`config.mk`:
```
export PLATFORM = sky130hd
export DESIGN_NAME = single_wire_sensor_receiver_core
export DESIGN_NICKNAME = d
export VERILOG_FILES = /design/src/hdl/swsr_pkg.sv /design/src/hdl/swsr_cfg.sv /design/src/hdl/swsr_fsm.sv /design/src/hdl/single_wire_sensor_receiver_core.sv
export VERILOG_INCLUDE_DIRS = /design/src /design/src/hdl
export SDC_FILE = /design/constraint.sdc
export NUM_CORES = 1
export LEC_CHECK = 0
export BUFFER_PORTS_ARGS = -buffer_cell sky130_fd_sc_hd__buf_2
export CORE_ASPECT_RATIO = 0.5
export CORE_UTILIZATION = 62
export DETAILED_ROUTE_END_ITERATION = 16
export MAX_ROUTING_LAYER = met4
export PLACE_DENSITY = 0.81
export SETUP_SLACK_MARGIN = 0.05
export SYNTH_ARGS = -nofsm -noshare
export SYNTH_HDL_FRONTEND = slang
export SYNTH_HIERARCHICAL = 1
export SYNTH_SLANG_ARGS = --single-unit
```
`constraint.sdc`:
```
create_clock -name clk -period 7.4 [get_ports clk]
set_input_delay 0.37 -clock clk [delete_from_list [all_inputs] [get_ports clk]]
set_output_delay 0.37 -clock clk [all_outputs]
set_load 0.01 [all_outputs]
```
`src/hdl/assert_macros.svh`:
```
// ----------------------------------------------------------------------------
// Assertion macros
// Shared concurrent assertion wrappers. They rely on clk and rst_n in scope.
// ----------------------------------------------------------------------------
`ifndef ASSERT_MACROS_SVH
`define ASSERT_MACROS_SVH

// Property checked on every rising edge outside reset.
`define ASSERT_CLK(lbl, prop, msg) \
  lbl: assert property (@(posedge clk) disable iff (!rst_n) prop) else $error(msg);

// Condition that must never be true outside reset.
`define ASSERT_NEVER(lbl, cond, msg) \
  lbl: assert property (@(posedge clk) disable iff (!rst_n) !(cond)) else $error(msg);

`endif

```
`src/hdl/swsr_pkg.sv`:
```
// ----------------------------------------------------------------------------
// swsr_pkg
// Types and constants shared by the single-wire sensor receiver modules.
// ----------------------------------------------------------------------------
package swsr_pkg;

  // Default sizing of the block.
  localparam int MAX_BYTES_DEF  = 8;
  localparam int COUNT_BITS_DEF = 20;

  // Configuration port geometry.
  localparam int CFG_W      = 20;
  localparam int CFG_IDX_W  = 3;
  localparam int BYTE_CNT_W = 4;
  localparam int NUM_DELAYS = 6;

  // Register indexes; the delay registers occupy the lowest indexes.
  localparam logic [CFG_IDX_W-1:0] REG_START_LOW     = 3'd0;
  localparam logic [CFG_IDX_W-1:0] REG_RELEASE_WAIT  = 3'd1;
  localparam logic [CFG_IDX_W-1:0] REG_RESP_TIMEOUT  = 3'd2;
  localparam logic [CFG_IDX_W-1:0] REG_RESP_LOW      = 3'd3;
  localparam logic [CFG_IDX_W-1:0] REG_RESP_HIGH     = 3'd4;
  localparam logic [CFG_IDX_W-1:0] REG_SAMPLE_DELAY  = 3'd5;
  localparam logic [CFG_IDX_W-1:0] REG_BYTE_COUNT    = 3'd6;

  // Reset values of the registers.
  localparam logic [CFG_W-1:0] DELAY_RST [NUM_DELAYS] =
    '{20'd18000, 20'd30, 20'd100, 20'd40, 20'd80, 20'd30};
  localparam logic [BYTE_CNT_W-1:0] BYTE_COUNT_RST = 4'd5;

  // Completion status of a read.
  typedef enum logic [1:0] {
    ST_NONE    = 2'd0,
    ST_TIMEOUT = 2'd1,
    ST_NO_RESP = 2'd2,
    ST_DONE    = 2'd3
  } status_t;

  // One result beat.
  typedef struct packed {
    logic       drive_low;
    logic       byte_valid;
    logic [7:0] data_byte;
    logic       last_byte;
    status_t    status;
    logic       busy_res;
  } result_t;

endpackage

```
`src/hdl/swsr_cfg.sv`:
```
// ----------------------------------------------------------------------------
// swsr_cfg
// Configuration registers. Delays are clamped to the tick counter range and
// the byte count to 1..MAX_BYTES as they are written.
// ----------------------------------------------------------------------------
module swsr_cfg import swsr_pkg::*; #(
  parameter int MAX_BYTES  = MAX_BYTES_DEF,
  parameter int COUNT_BITS = COUNT_BITS_DEF,
  localparam int BW        = $clog2(MAX_BYTES + 1)
) (
  input  logic                  clk,
  input  logic                  rst_n,
  input  logic                  cfg_we,
  input  logic [CFG_IDX_W-1:0]  cfg_idx,
  input  logic [CFG_W-1:0]      cfg_wdata,
  output logic [COUNT_BITS-1:0] delay_val [NUM_DELAYS],
  output logic                  delay_zero [NUM_DELAYS],
  output logic [BW-1:0]         bytes_wanted
);

  localparam logic [32:0] CNT_MAX = (33'd1 << COUNT_BITS) - 33'd1;

  logic [COUNT_BITS-1:0] delay_r [NUM_DELAYS];
  logic                  zero_r  [NUM_DELAYS];
  logic [BW-1:0]         bytes_r;

  // Saturate a written delay at the largest count the counter can hold.
  function automatic logic [COUNT_BITS-1:0] clamp_delay(input logic [CFG_W-1:0] v);
    logic [32:0] wide;
    wide = 33'(v);
    if (wide > CNT_MAX) begin
      return CNT_MAX[COUNT_BITS-1:0];
    end
    return wide[COUNT_BITS-1:0];
  endfunction

  // A byte count of zero reads one byte; large counts stop at the maximum.
  function automatic logic [BW-1:0] clamp_bytes(input logic [BYTE_CNT_W-1:0] n);
    if (n == '0) begin
      return BW'(1);
    end
    if (32'(n) > MAX_BYTES) begin
      return BW'(MAX_BYTES);
    end
    return BW'(n);
  endfunction

  // Register file with write decode.
  always_ff @(posedge clk) begin
    if (!rst_n) begin
      for (int i = 0; i < NUM_DELAYS; i++) begin
        delay_r[i] <= clamp_delay(DELAY_RST[i]);
        zero_r[i]  <= (DELAY_RST[i] == '0);
      end
      bytes_r <= clamp_bytes(BYTE_COUNT_RST);
    end else if (cfg_we) begin
      if (cfg_idx <= REG_SAMPLE_DELAY) begin
        delay_r[cfg_idx] <= clamp_delay(cfg_wdata);
        zero_r[cfg_idx]  <= (cfg_wdata == '0);
      end else if (cfg_idx == REG_BYTE_COUNT) begin
        bytes_r <= clamp_bytes(cfg_wdata[BYTE_CNT_W-1:0]);
      end
    end
  end

  assign delay_val    = delay_r;
  assign delay_zero   = zero_r;
  assign bytes_wanted = bytes_r;

endmodule

```
`src/hdl/swsr_fsm.sv`:
```
// ----------------------------------------------------------------------------
// swsr_fsm
// Read sequencer. Handles one tick per enabled cycle, including phases that
// pass straight on within the same tick when their delay is zero.
// ----------------------------------------------------------------------------
`include "assert_macros.svh"

module swsr_fsm import swsr_pkg::*; #(
  parameter int MAX_BYTES  = MAX_BYTES_DEF,
  parameter int COUNT_BITS = COUNT_BITS_DEF,
  localparam int BW        = $clog2(MAX_BYTES + 1)
) (
  input  logic                  clk,
  input  logic                  rst_n,
  input  logic                  step_en,
  input  logic                  action,
  input  logic                  line,
  input  logic [COUNT_BITS-1:0] delay_val [NUM_DELAYS],
  input  logic                  delay_zero [NUM_DELAYS],
  input  logic [BW-1:0]         bytes_wanted,
  output result_t               res
);

  typedef enum logic [3:0] {
    PH_IDLE, PH_LOW, PH_RELEASE, PH_WAIT_LOW, PH_RESP_LOW,
    PH_RESP_HIGH, PH_BIT_RISE, PH_BIT_DELAY, PH_BIT_FALL
  } phase_t;

  phase_t                phase_r, phase_nxt;
  logic [COUNT_BITS-1:0] cnt_r, cnt_nxt;
  logic [2:0]            bidx_r, bidx_nxt;
  logic [7:0]            shift_r, shift_nxt;
  logic [BW-1:0]         bdone_r, bdone_nxt;

  phase_t                ph0;
  logic [COUNT_BITS-1:0] cnt0, cnt_inc, dsel;
  logic [2:0]            bidx0;
  logic [7:0]            shift0;
  logic [BW-1:0]         bdone0;
  logic                  start_exp;

  // A start action in idle opens a fresh read.
  always_comb begin
    ph0    = phase_r;
    cnt0   = cnt_r;
    bidx0  = bidx_r;
    shift0 = shift_r;
    bdone0 = bdone_r;
    if (phase_r == PH_IDLE && action) begin
      ph0    = PH_LOW;
      cnt0   = '0;
      bidx0  = '0;
      shift0 = '0;
      bdone0 = '0;
    end
  end

  // One delay compare for the phase the tick starts in.
  always_comb begin
    case (ph0)
      PH_LOW:       dsel = delay_val[REG_START_LOW];
      PH_RELEASE:   dsel = delay_val[REG_RELEASE_WAIT];
      PH_WAIT_LOW:  dsel = delay_val[REG_RESP_TIMEOUT];
      PH_RESP_LOW:  dsel = delay_val[REG_RESP_LOW];
      PH_RESP_HIGH: dsel = delay_val[REG_RESP_HIGH];
      PH_BIT_DELAY: dsel = delay_val[REG_SAMPLE_DELAY];
      default:      dsel = delay_val[REG_START_LOW];
    endcase
  end

  assign start_exp = (cnt0 >= dsel);
  assign cnt_inc   = cnt0 + COUNT_BITS'(1);

  // Phase chain in order. A phase entered within this tick starts at count
  // zero, so its delay has expired exactly when the delay is zero.
  always_comb begin
    logic       first;
    logic       go;
    logic [7:0] sh_new;
    phase_nxt = ph0;
    cnt_nxt   = cnt0;
    bidx_nxt  = bidx0;
    shift_nxt = shift0;
    bdone_nxt = bdone0;
    first     = 1'b1;
    go        = 1'b1;
    sh_new    = '0;
    res       = '0;

    if (go && phase_nxt == PH_LOW) begin
      if (first ? start_exp : delay_zero[REG_START_LOW]) begin
        phase_nxt = PH_RELEASE;
        cnt_nxt   = '0;
        first     = 1'b0;
      end else begin
        res.drive_low = 1'b1;
        cnt_nxt       = first ? cnt_inc : COUNT_BITS'(1);
        go            = 1'b0;
      end
    end

    if (go && phase_nxt == PH_RELEASE) begin
      if (first ? start_exp : delay_zero[REG_RELEASE_WAIT]) begin
        phase_nxt = PH_WAIT_LOW;
        cnt_nxt   = '0;
        first     = 1'b0;
      end else begin
        cnt_nxt = first ? cnt_inc : COUNT_BITS'(1);
        go      = 1'b0;
      end
    end

    if (go && phase_nxt == PH_WAIT_LOW) begin
      if (!line) begin
        phase_nxt = PH_RESP_LOW;
        cnt_nxt   = '0;
        first     = 1'b0;
      end else if (first ? start_exp : delay_zero[REG_RESP_TIMEOUT]) begin
        res.status = ST_TIMEOUT;
        phase_nxt  = PH_IDLE;
        cnt_nxt    = '0;
        go         = 1'b0;
      end else begin
        cnt_nxt = first ? cnt_inc : COUNT_BITS'(1);
        go      = 1'b0;
      end
    end

    if (go && phase_nxt == PH_RESP_LOW) begin
      if (first ? start_exp : delay_zero[REG_RESP_LOW]) begin
        cnt_nxt = '0;
        if (line) begin
          phase_nxt = PH_RESP_HIGH;
          first     = 1'b0;
        end else begin
          res.status = ST_NO_RESP;
          phase_nxt  = PH_IDLE;
          go         = 1'b0;
        end
      end else begin
        cnt_nxt = first ? cnt_inc : COUNT_BITS'(1);
        go      = 1'b0;
      end
    end

    if (go && phase_nxt == PH_RESP_HIGH) begin
      if (first ? start_exp : delay_zero[REG_RESP_HIGH]) begin
        phase_nxt = PH_BIT_RISE;
        cnt_nxt   = '0;
        first     = 1'b0;
      end else begin
        cnt_nxt = first ? cnt_inc : COUNT_BITS'(1);
        go      = 1'b0;
      end
    end

    // Falling edge that ends the previous bit.
    if (go && phase_nxt == PH_BIT_FALL) begin
      if (!line) begin
        phase_nxt = PH_BIT_RISE;
      end else begin
        go = 1'b0;
      end
    end

    if (go && phase_nxt == PH_BIT_RISE) begin
      if (line) begin
        phase_nxt = PH_BIT_DELAY;
        cnt_nxt   = '0;
        first     = 1'b0;
      end else begin
        go = 1'b0;
      end
    end

    // Bit sample; every eighth bit completes a byte.
    if (go && phase_nxt == PH_BIT_DELAY) begin
      if (first ? start_exp : delay_zero[REG_SAMPLE_DELAY]) begin
        cnt_nxt   = '0;
        sh_new    = {shift_nxt[6:0], line};
        phase_nxt = PH_BIT_FALL;
        if (bidx_nxt == 3'd7) begin
          bidx_nxt       = '0;
          bdone_nxt      = bdone_nxt + BW'(1);
          res.byte_valid = 1'b1;
          res.data_byte  = sh_new;
          shift_nxt      = '0;
          if (bdone_nxt >= bytes_wanted) begin
            res.last_byte = 1'b1;
            res.status    = ST_DONE;
            phase_nxt     = PH_IDLE;
            go            = 1'b0;
          end
        end else begin
          bidx_nxt  = bidx_nxt + 3'd1;
          shift_nxt = sh_new;
        end
      end else begin
        cnt_nxt = first ? cnt_inc : COUNT_BITS'(1);
        go      = 1'b0;
      end
    end

    // The line is high after a sample from a rising edge, so this only moves
    // on when the sample itself started the tick with a low line.
    if (go && phase_nxt == PH_BIT_FALL) begin
      if (!line) begin
        phase_nxt = PH_BIT_RISE;
      end
    end

    res.busy_res = (phase_nxt != PH_IDLE);
  end

  // State registers advance once per handled tick.
  always_ff @(posedge clk) begin
    if (!rst_n) begin
      phase_r <= PH_IDLE;
      cnt_r   <= '0;
      bidx_r  <= '0;
      shift_r <= '0;
      bdone_r <= '0;
    end else if (step_en) begin
      phase_r <= phase_nxt;
      cnt_r   <= cnt_nxt;
      bidx_r  <= bidx_nxt;
      shift_r <= shift_nxt;
      bdone_r <= bdone_nxt;
    end
  end

  `ASSERT_CLK(a_last_done, res.last_byte |-> (res.byte_valid && (res.status == ST_DONE)), "last byte without done status")
  `ASSERT_NEVER(a_drive_idle, res.drive_low && !res.busy_res, "line driven while not busy")
  `ASSERT_CLK(a_end_idle, (step_en && (res.status != ST_NONE)) |=> (phase_r == PH_IDLE), "read ended but sequencer not idle")

endmodule

```
`src/hdl/single_wire_sensor_receiver_core.sv`:
```
// ----------------------------------------------------------------------------
// single_wire_sensor_receiver_core
// Host side of a single-wire temperature and humidity sensor read.
// ----------------------------------------------------------------------------
// Each input beat is one microsecond tick carrying the sampled line level and
// a start flag, and each produces exactly one result beat. The block takes a
// beat every clock cycle unless the result side stalls. A beat is held in the
// input register from the edge that accepts it, and the sequencer's result for it
// is then loaded into the result register once that register is free or being
// taken; the sequencer handles one tick per cycle while the result side does not
// stall. Both registers hold under back-pressure on the result side.
`include "assert_macros.svh"

module single_wire_sensor_receiver_core import swsr_pkg::*; #(
  parameter int MAX_BYTES  = MAX_BYTES_DEF,
  parameter int COUNT_BITS = COUNT_BITS_DEF
) (
  input  logic                 clk,
  input  logic                 rst_n,
  // Input beats
  input  logic                 in_tvalid,
  output logic                 in_tready,
  input  logic [7:0]           in_tdata,  // [0] line_level, [7:1] zero
  input  logic                 in_tuser,  // [0] action
  // Result beats
  output logic                 out_tvalid,
  input  logic                 out_tready,
  output logic [15:0]          out_tdata, // [0] drive_low, [1] byte_valid,
                                          // [9:2] data_byte, [11:10] status,
                                          // [12] busy_res, [15:13] zero
  output logic                 out_tlast, // last_byte
  // Configuration writes
  input  logic                 cfg_we,
  input  logic [CFG_IDX_W-1:0] cfg_idx,
  input  logic [CFG_W-1:0]     cfg_wdata
);

  localparam int BW = $clog2(MAX_BYTES + 1);

  logic                  in_vld_r;
  logic                  in_action_r;
  logic                  in_line_r;
  logic                  out_vld_r;
  result_t               out_res_r;
  result_t               res;
  logic                  adv;
  logic [COUNT_BITS-1:0] delay_val [NUM_DELAYS];
  logic                  delay_zero [NUM_DELAYS];
  logic [BW-1:0]         bytes_wanted;

  swsr_cfg #(
    .MAX_BYTES  (MAX_BYTES),
    .COUNT_BITS (COUNT_BITS)
  ) u_cfg (
    .clk          (clk),
    .rst_n        (rst_n),
    .cfg_we       (cfg_we),
    .cfg_idx      (cfg_idx),
    .cfg_wdata    (cfg_wdata),
    .delay_val    (delay_val),
    .delay_zero   (delay_zero),
    .bytes_wanted (bytes_wanted)
  );

  // The pipeline moves whenever the result register is free or being taken.
  assign adv       = !out_vld_r || out_tready;
  assign in_tready = !in_vld_r || adv;

  swsr_fsm #(
    .MAX_BYTES  (MAX_BYTES),
    .COUNT_BITS (COUNT_BITS)
  ) u_fsm (
    .clk          (clk),
    .rst_n        (rst_n),
    .step_en      (in_vld_r && adv),
    .action       (in_action_r),
    .line         (in_line_r),
    .delay_val    (delay_val),
    .delay_zero   (delay_zero),
    .bytes_wanted (bytes_wanted),
    .res          (res)
  );

  // Valid flags of the input and result registers.
  always_ff @(posedge clk) begin
    if (!rst_n) begin
      in_vld_r  <= 1'b0;
      out_vld_r <= 1'b0;
    end else begin
      if (in_tready) begin
        in_vld_r <= in_tvalid;
      end
      if (adv) begin
        out_vld_r <= in_vld_r;
      end
    end
  end

  // Payload registers.
  always_ff @(posedge clk) begin
    if (in_tvalid && in_tready) begin
      in_action_r <= in_tuser;
      in_line_r   <= in_tdata[0];
    end
    if (in_vld_r && adv) begin
      out_res_r <= res;
    end
  end

  assign out_tvalid = out_vld_r;
  assign out_tlast  = out_res_r.last_byte;
  assign out_tdata  = {3'b000, out_res_r.busy_res, out_res_r.status,
                       out_res_r.data_byte, out_res_r.byte_valid, out_res_r.drive_low};

  `ASSERT_CLK(a_rdy_empty, !out_vld_r |-> in_tready, "not ready with empty result register")
  `ASSERT_CLK(a_load, (in_vld_r && adv) |=> out_vld_r, "handled beat did not reach the result register")

endmodule

```
==> results_dict.tcl <==
set metrics [dict create \
    numPortBuffers 45 \
    hold_viol_final 0 \
    cp_slowest_stage_delay_ns 0.79 \
    cp_max_fo 23 \
    numCtsBuffers 17 \
    grt_overflow 0 \
    placementRows 32 \
    root_buffer "clkbuf_16" \
    grt_usage_pct 37.02 \
    grt_start_max_net_pins 105 \
    grt_pass1_wl_um 47920 \
    first_iter_violations 1344 \
    cp_common_cell "buf_4" \
    grt_pass1_vias 9287 \
    fin_nets 1330 \
    via_per_inst 6.549 \
    final_antenna_net_count 0 \
    die_y_um 93.22 \
    max_cap_violations 0 \
    setup_viol 0 \
    die_w_um 184.4 \
    cts_resized 0 \
    status "finished clean" \
    criticalPathCategory "reg2reg" \
    pre_cts_slack_ns 1.135 \
    slew_headroom_pct 33.27 \
    path_cells "or2_2 -> nor2_2 -> a222oi_1 -> and2_1 -> ha_1 -> nand4_2 -> or4_4 -> o32a_4 -> nand3_2 -> buf_4 -> o21ai_1 -> a211oi_1 -> o211ai_1 -> or2_1 -> a221oi_2 -> buf_4 -> and3b_1 -> o22ai_1" \
    required_ns 7.56 \
    peakVddDrop_v 0.0001677 \
    tns_ns 0 \
    syn2layout_area_growth_pct 8.525 \
    powerDensity_nw_per_um2 204.7 \
    max_freq_ghz 0.1534 \
    core-area_um2 15820 \
    cp.arrival_ns 6.68 \
    syn_area_um2 10320 \
    clkTransAtPathRegs_ns 0.08 \
    hold_path_class "in2reg" \
    post_cts_buffers 0 \
    path_delay_family "simple AND/OR/NAND/NOR gates" \
    clk_path_buf_depth 2 \
    post_drt_wl_per_cell_um 20.40 \
    cts_tree "done" \
    drv_slew 0 \
    clk_latency_ns 0.44 \
    synth_area_per_cell_um2 8.124 \
    holdBufCountCts 0 \
    fin_crit_sh_pct 88.07 \
    skew_ns 0.01405 \
    nFillCells 1250 \
    synthCells 1270 \
    finalCriticalPeriod_ns 6.518 \
    fin_ws_ns 0.8825 \
    start_util_pct 65.24 \
    drive_above_1_share_pct 10.80 \
    via_count 9823 \
    dp_hpwl_um 19680 \
    timing_worst_slew_pin_value_ns 0.9999 \
    drt-total-wl_um 30600 \
    rsz0062_at_grt "no" \
    worstSetupStartpointType "flip-flop" \
    slowest_stage "nor2_2" \
    antenna_found_initial 1 \
    die_area_um2 17190 \
    remaining_drc_errors 0 \
    ys_warn_count 6 \
    gp_congestion 0.9471 \
    clock-sinks 185 \
    path_buf_inv 2 \
    endpoint_kind "flip-flop" \
    cts_max_level 4 \
    drt_pass1_iterations 8 \
    ioPinCount 56 \
    power_leakage_nw 4.126 \
]
-- stage by stage --
stage                     area [um2]  instances  util (%)  hold slack (ns)  total power (W)
after floorplan                10320       1272         -           0.4307         0.001304
after global placement         10620       1467     67.13           0.4410         0.001391
after detailed placement       10620       1467     67.13           0.4539         0.001400
after CTS                      11190       1499     70.78          0.09759         0.002288
after global routing           11200       1500     70.80          0.09726         0.002367
final                          11200       1500     70.80           0.1048         0.002291
-- path summary, 6_finish.rpt --
kind         slack, ns                   to  cells after the start           startpoint
max               0.88        out_tdata[12]                     18     u_fsm/phase_r[2]
max reg2reg       0.88        out_tdata[12]                     18     u_fsm/phase_r[2]
min reg2reg       0.47  u_cfg/delay_val[75]                      2  u_cfg/delay_val[75]
min               0.10            in_line_r                      1          in_tdata[0]
-- state kept, by name, summed over array words and instances, names as in the netlist --
name                cells
in_line_r               1
u_fsm/shift_r           7
out_tdata              13
in_vld_r                1
u_fsm/phase_r           4
u_cfg/bytes_wanted      4
u_fsm/cnt_r            20
out_tlast               1
out_tvalid              1
u_cfg/delay_val       120
u_fsm/bidx_r            3
u_fsm/bdone_r           4
u_cfg/delay_zero        5
in_action_r             1
-- routing by layer --
metal	track usage, %	part of all wire [%]
met1	49.43	42
met2	57.08	45
met3	7.477	12
met4	10.21	1.5
met5	-	0
-- area by class of cell --
class,count,area (um2),area share [%]
repair buffers,72,442.9,3.956
inverters,27,101.3,0.9051
diodes,1,2.502,0.02235
well taps,221,276.5,2.470
clock inverters,14,148.9,1.330
flip-flops and latches,185,3864,34.51
clock buffers,18,429.2,3.833
multi-input cells,962,5932,52.98
-- cell usage in the layout (no fill, tap or decap), types with 17 or more instances in the layout --
cell type / count
nand2_1: 306
ha_1: 28
o21ai_0: 39
a21oi_1: 51
buf_2: 44
dfxtp_1: 169
a222oi_1: 40
a21boi_0: 101
nand3_1: 52
clkbuf_16: 17
buf_4: 27
nor2_1: 48
and2_1: 34
inv_1: 26
-- power by group --
| part | switching [W] | leakage, nW | internal (W) |
|---|---|---|---|
| Sequential | 0.0000224 | 1.52 | 0.00104 |
| Clock | 0.000447 | 0.285 | 0.000452 |
| Combinational | 0.000220 | 2.33 | 0.000111 |
| Total | 0.000690 | 4.13 | 0.00160 |
(Power assumes the default switching activity.)
